[config.mk]
export PLATFORM = sky130hd
export DESIGN_NAME = swm_cell
export DESIGN_NICKNAME = d
export VERILOG_FILES = /design/src/sv/swm_pkg.sv /design/src/sv/swm_cell.sv
export SDC_FILE = /design/constraint.sdc
export NUM_CORES = 1
export LEC_CHECK = 0
export BUFFER_PORTS_ARGS = -buffer_cell sky130_fd_sc_hd__buf_2
export CORE_MARGIN = 10
export CORE_UTILIZATION = 46
export DETAILED_ROUTE_END_ITERATION = 10
export HOLD_SLACK_MARGIN = 0.1
export PLACE_DENSITY = 0.83
export SLEW_MARGIN = 15
export SYNTH_ARGS = -nofsm -noshare
export SYNTH_HDL_FRONTEND = slang
export SYNTH_SLANG_ARGS = --single-unit
[constraint.sdc]
create_clock -name clock -period 7.3 [get_ports clock]
set_input_delay 0.365 -clock clock [delete_from_list [all_inputs] [get_ports clock]]
set_output_delay 0.365 -clock clock [all_outputs]
set_load 0.02 [all_outputs]
[src/sv/swm_pkg.sv]
`default_nettype none

package swm_pkg;

   localparam int MAX_WINDOW_DEF  = 64;
   localparam int SAMPLE_BITS_DEF = 32;
   localparam int WINDOW_BITS     = 7;
   localparam logic [WINDOW_BITS-1:0] WINDOW_RESET = 7'd3;

   // operation applied by every cell of the chain together
   typedef enum logic [2:0] {
      CMD_HOLD,
      CMD_CLEAR,
      CMD_AGE,
      CMD_INSERT,
      CMD_ROTATE
   } cell_cmd_type;

   typedef struct packed {
      cell_cmd_type cmd;
      logic         del_en;
   } cell_ctl_type;

   typedef enum logic [2:0] {
      ST_IDLE,
      ST_AGE,
      ST_INSERT,
      ST_SCAN,
      ST_EMIT
   } state_type;

endpackage

`default_nettype wire

[src/sv/swm_cell.sv]
`default_nettype none

module swm_cell #(
   parameter int SAMPLE_BITS = 32,
   parameter int MAX_WINDOW  = 64,
   parameter bit LAST_CELL   = 1'b0
) (
   input  wire                                  clock,
   input  wire                                  reset,
   input  wire swm_pkg::cell_ctl_type           ctl,
   input  wire signed [SAMPLE_BITS-1:0]         new_value,
   input  wire signed [SAMPLE_BITS-1:0]         old_value,
   input  wire                                  prev_valid,
   input  wire signed [SAMPLE_BITS-1:0]         prev_value,
   input  wire [((MAX_WINDOW > 1) ? $clog2(MAX_WINDOW) : 1)-1:0] prev_age,
   input  wire                                  prev_ge,
   input  wire                                  next_valid,
   input  wire signed [SAMPLE_BITS-1:0]         next_value,
   input  wire [((MAX_WINDOW > 1) ? $clog2(MAX_WINDOW) : 1)-1:0] next_age,
   output logic                                 valid,
   output logic signed [SAMPLE_BITS-1:0]        value,
   output logic [((MAX_WINDOW > 1) ? $clog2(MAX_WINDOW) : 1)-1:0] age,
   output logic                                 ge
);

   import swm_pkg::*;

   localparam int AW = (MAX_WINDOW > 1) ? $clog2(MAX_WINDOW) : 1;
   localparam logic [AW-1:0] OLDEST_AGE = AW'(MAX_WINDOW - 1);

   logic                          valid_ff, valid_in;
   logic signed [SAMPLE_BITS-1:0] value_ff, value_in;
   logic [AW-1:0]                 age_ff, age_in;
   logic                          after;

   // chain is ordered by (value, age); the new item sorts ahead of equal values
   assign ge    = !valid_ff || (value_ff >= new_value);
   assign after = valid_ff && ((value_ff > old_value) ||
                               ((value_ff == old_value) && (age_ff == OLDEST_AGE)));

   always_comb begin
      valid_in = valid_ff;
      value_in = value_ff;
      age_in   = age_ff;
      unique case (ctl.cmd)
         CMD_CLEAR: begin
            valid_in = 1'b0;
         end
         CMD_AGE: begin
            if (ctl.del_en && after) begin
               valid_in = LAST_CELL ? 1'b0 : next_valid;
               value_in = next_value;
               age_in   = next_age + AW'(1);
            end else begin
               age_in   = age_ff + AW'(1);
            end
         end
         CMD_INSERT: begin
            if (prev_ge) begin
               valid_in = prev_valid;
               value_in = prev_value;
               age_in   = prev_age;
            end else if (ge) begin
               valid_in = 1'b1;
               value_in = new_value;
               age_in   = '0;
            end
         end
         CMD_ROTATE: begin
            valid_in = next_valid;
            value_in = next_value;
            age_in   = next_age;
         end
         default: begin
         end
      endcase
   end

   always_ff @(posedge clock) begin
      if (reset) begin
         valid_ff <= 1'b0;
      end else begin
         valid_ff <= valid_in;
      end
      value_ff <= value_in;
      age_ff   <= age_in;
   end

   assign valid = valid_ff;
   assign value = value_ff;
   assign age   = age_ff;

endmodule

`default_nettype wire
==> summary.md <==
| Metric | Value |
|---|---|
| Vias in the first global route | 4269 |
| Period utilisation layout | 0.535 |
| Via count | 3951 |
| Total track usage | 0.188 |
| Setup repair after global routing missed its margin | no |
| Worst Hold End | valid$_SDFFE_PP0P_ |
| Starting density of the core | 0.475 |
| Sequential power share | 0.397 |
| Yosys top cell by area | edfxtp_1 |
| Async SR Flop Fraction | 0 |
| Detailed Route WL | 12700 µm |
| H-tree Lvls | 2 |
| Post-synthesis sequential element count | 39 |
| Via density | 5.37 |
| IO buf count | 188 |
| Final setup fails | 0 |
| Synth Instances | 449 |
| FF-to-FF setup slack | 3.40 ns |
| FMAX | 256 MHz |
| Sequential cell area | 1160 µm² |
| Worst-Skew Late Latency | 0.30 ns |
| Startpoint type of the worst setup path | flip-flop |
| Setup CP Type | reg -> reg |
| Fill count | 729 |
| Io pins | 189 |
| Critical-path cell list | ha_1 -> nand2_1 -> nor3_1 -> nor4b_1 -> nand3_1 -> o21ai_0 -> a211oi_2 -> xor2_1 -> o31ai_1 -> o21ai_4 |
| Drt initial violations | 112 |
| Antenna violations before repair | 1 |
| Yosys Warn Count | 0 |
| Data arrival time of the critical path | 3.83 ns |
| Die X | 113 µm |
| Hold depth | 4 |
| CP delay by family, top | compound AO/OA/AOI/OAI gates |
| Dpl cells | 728 |
| Max FO, Critical Path | 32 |
| Die Ht | 113 µm |
| Gr ovfl total | 0 |
| Fraction of layout cells with a size suffix above 1 | 0.338 |
| Max IR drop VDD | 0.0000739 V |
| Detailed-route DRC error count | 0 |
| # diodes | 0 |
| Top cells by count, synth | inv_1, ha_1, nand2_1 |
| Cell Area, Synth | 3950 µm² |
| Hold WC Path Type | in -> reg |
| DIE AREA | 12700 µm² |
| Fin crit period | 3.90 ns |
| CTS sink count | 39 |
| Final RePlAce weighted congestion | 0.868 |
| Crit-path max cell delay | 0.89 ns |
| Reg-to-reg endpoint | value[30]$_DFFE_PP_ |
| Power Density | 141 nW/µm² |
| Hold buffer count at CTS | 0 |
| Rel. slew slack | 0.264 |
| Yosys top cell area share | 0.289 |
| Share of the yosys chip area belonging to registers | 0.294 |
| R2r startpoint | value[31]$_DFFE_PP_ |
| Ys flop type | edfxtp_1 |
| Buf/Inv on CP | 0 |
| Gate power share | 0.334 |
| Tightest Pin Transition | 1.10 ns |
| Pins Over Slew Limit | 0 |
| # rows | 33 |
| Synth top area cells | edfxtp_1, ha_1, mux2i_1, inv_1, o21ai_0 |
| Sw frac | 0.324 |
| Pin count of the biggest net entering global routing | 66 |
| Area Overhead vs Synth | 29.1% |
| Worst reg2reg path depth | 10 |
| Post-CTS sizing | 0 |
| Mean routed wirelength per cell | 17.2 µm |
| 1st-pass router iterations | 5 |
| Sum of negative setup slack | 0 ns |
| Final hold violation count | 0 |
| Count leader, synth | inv_1 |
| CTS buffer count | 5 |
| Avg Synthesized Cell Area | 8.79 µm² |
| Slowest CP cell | o21ai_4 |
| Clock skew | 0.00432 ns |
| Hold_sp | reset |
| CTS max path bufs | 2 |
| Placed wire-length estimate | 10700 µm |
| CP endpoint kind | flip-flop |
| EDFF count, synth | 38 |
| Power share of the clock group | 0.270 |
| Leakage | 2.73 nW |
| Worst-path clk slew | 0.08 ns |
| Syn Nets | 663 |
| Netlist cell types | 51 |
| First-pass GRT wire length | 20000 µm |
| DRT antenna net count | 0 |
| Non-filler instance count after layout | 736 |
| Multi-input logic area | 2480 µm² |
| Int Pwr | 0.486 mW |
| Max cap viols | 0 |
| Final #Nets | 844 |
| CTS tree | yes |
| Placeable Area | 8300 µm² |
| Post-CTS Setup Bufs | 0 |
| Outcome | finished clean |
| WP data required | 7.22 ns |
| Root buf cell | clkbuf_8 |
| WHS | 0.334 ns |
| Sw Pwr | 0.233 mW |
==> logic make-up (layout without fill, tap and decap cells) <==
family / after synthesis / in the layout / share of synthesized area
fa+ha+maj: 65 / 65 / 0.206
xor+xnor: 7 / 7 / 0.0155
buf+inv: 83 / 265 / 0.0809
simple gates: 111 / 111 / 0.142
compound gates: 107 / 107 / 0.165
flops: 39 / 39 / 0.294
mux: 37 / 37 / 0.0955
==> flip-flops by register name (all words and copies together), names as in the netlist <==
signal	cells
age	6
valid	1
value	32
==> worst register-to-register path: stages, from the launching register on <==
cell	delay [ns]
edfxtp_1	0.43
ha_1	0.38
nand2_1	0.07
nor3_1	0.30
nor4b_1	0.59
nand3_1	0.20
o21ai_0	0.24
a211oi_2	0.08
xor2_1	0.19
o31ai_1	0.15
o21ai_4	0.89
==> area by class of cell <==
type | instances | share of cell area
tap | 105 | 0.0258
inverter | 68 | 0.0501
sequential | 39 | 0.228
timing repair buffer | 189 | 0.186
clock buffer | 6 | 0.0162
multi-input combinational | 327 | 0.487
clock inverter | 2 | 0.00688
==> layout by cell type (no fill, tap or decap), types with 2 or more instances in the layout <==
| master | netlist | final |
|---|---|---|
| buf_2 | 0 | 188 |
| inv_1 | 68 | 68 |
| ha_1 | 65 | 65 |
| nand2_1 | 52 | 51 |
| o21ai_0 | 48 | 48 |
| edfxtp_1 | 38 | 38 |
| mux2i_1 | 35 | 35 |
| a21oi_1 | 18 | 18 |
| nand3_1 | 12 | 12 |
| nand4_1 | 10 | 10 |
| nor2_1 | 9 | 9 |
| a21o_1 | 7 | 7 |
| a32oi_1 | 6 | 6 |
| clkbuf_8 | 0 | 6 |
| xnor2_1 | 5 | 5 |
| nor3_1 | 5 | 5 |
| nor2b_1 | 4 | 4 |
| o21ai_1 | 5 | 4 |
| nand2b_1 | 3 | 3 |
| o31ai_1 | 3 | 3 |
| o21a_1 | 3 | 3 |
| a31oi_1 | 3 | 3 |
| xor2_1 | 2 | 2 |
| and3_1 | 2 | 2 |
| nand4_2 | 2 | 2 |
| a211oi_1 | 2 | 2 |
| o211ai_1 | 2 | 2 |
| nor4_2 | 2 | 2 |
| a221oi_1 | 2 | 2 |
==> metal layers <==
layer  vias up  track usage  routed length [µm]
li1       1979            -                   -
met1      1795        0.195                4780
met2       159        0.352                6690
met3        16       0.0607                1020
met4         2       0.0499                 171
met5         -            0                  20
==> power groups by stage <==
| stage | registers, mW | logic, mW | clock network, mW |
|---|---|---|---|
| 2_1_floorplan | 0.306 | 0.127 | 0 |
| 3_3_place_gp | 0.290 | 0.230 | 0 |
| 3_5_place_dp | 0.291 | 0.241 | 0 |
| 4_1_cts | 0.285 | 0.242 | 0.197 |
| 5_1_grt | 0.288 | 0.269 | 0.208 |
| 6_report | 0.285 | 0.240 | 0.194 |
==> stage by stage <==
step           utilization  power, mW  worst slack [ns]  area, µm²
4_1_cts              0.614      0.724              3.35       5090
6_report             0.614      0.720              3.40       5090
5_1_grt              0.614      0.764              3.00       5090
3_5_place_dp         0.599      0.531              3.33       4970
3_3_place_gp         0.599      0.519              3.38       4970
2_1_floorplan            -      0.433              3.02       3950
==> how the worst max path moves through the flow <==
stage	startpoint	end	cells after the start
after detailed placement	new_value[31]	value[29]$_DFFE_PP_	12
after global routing	value[31]$_DFFE_PP_	value[6]$_DFFE_PP_	10
after global placement	new_value[31]	value[16]$_DFFE_PP_	12
after CTS	value[31]$_DFFE_PP_	value[3]$_DFFE_PP_	10
after floorplan	value[9]$_DFFE_PP_	value[0]$_DFFE_PP_	10
final	value[31]$_DFFE_PP_	value[30]$_DFFE_PP_	10
Power figures use the tool's default switching activity.
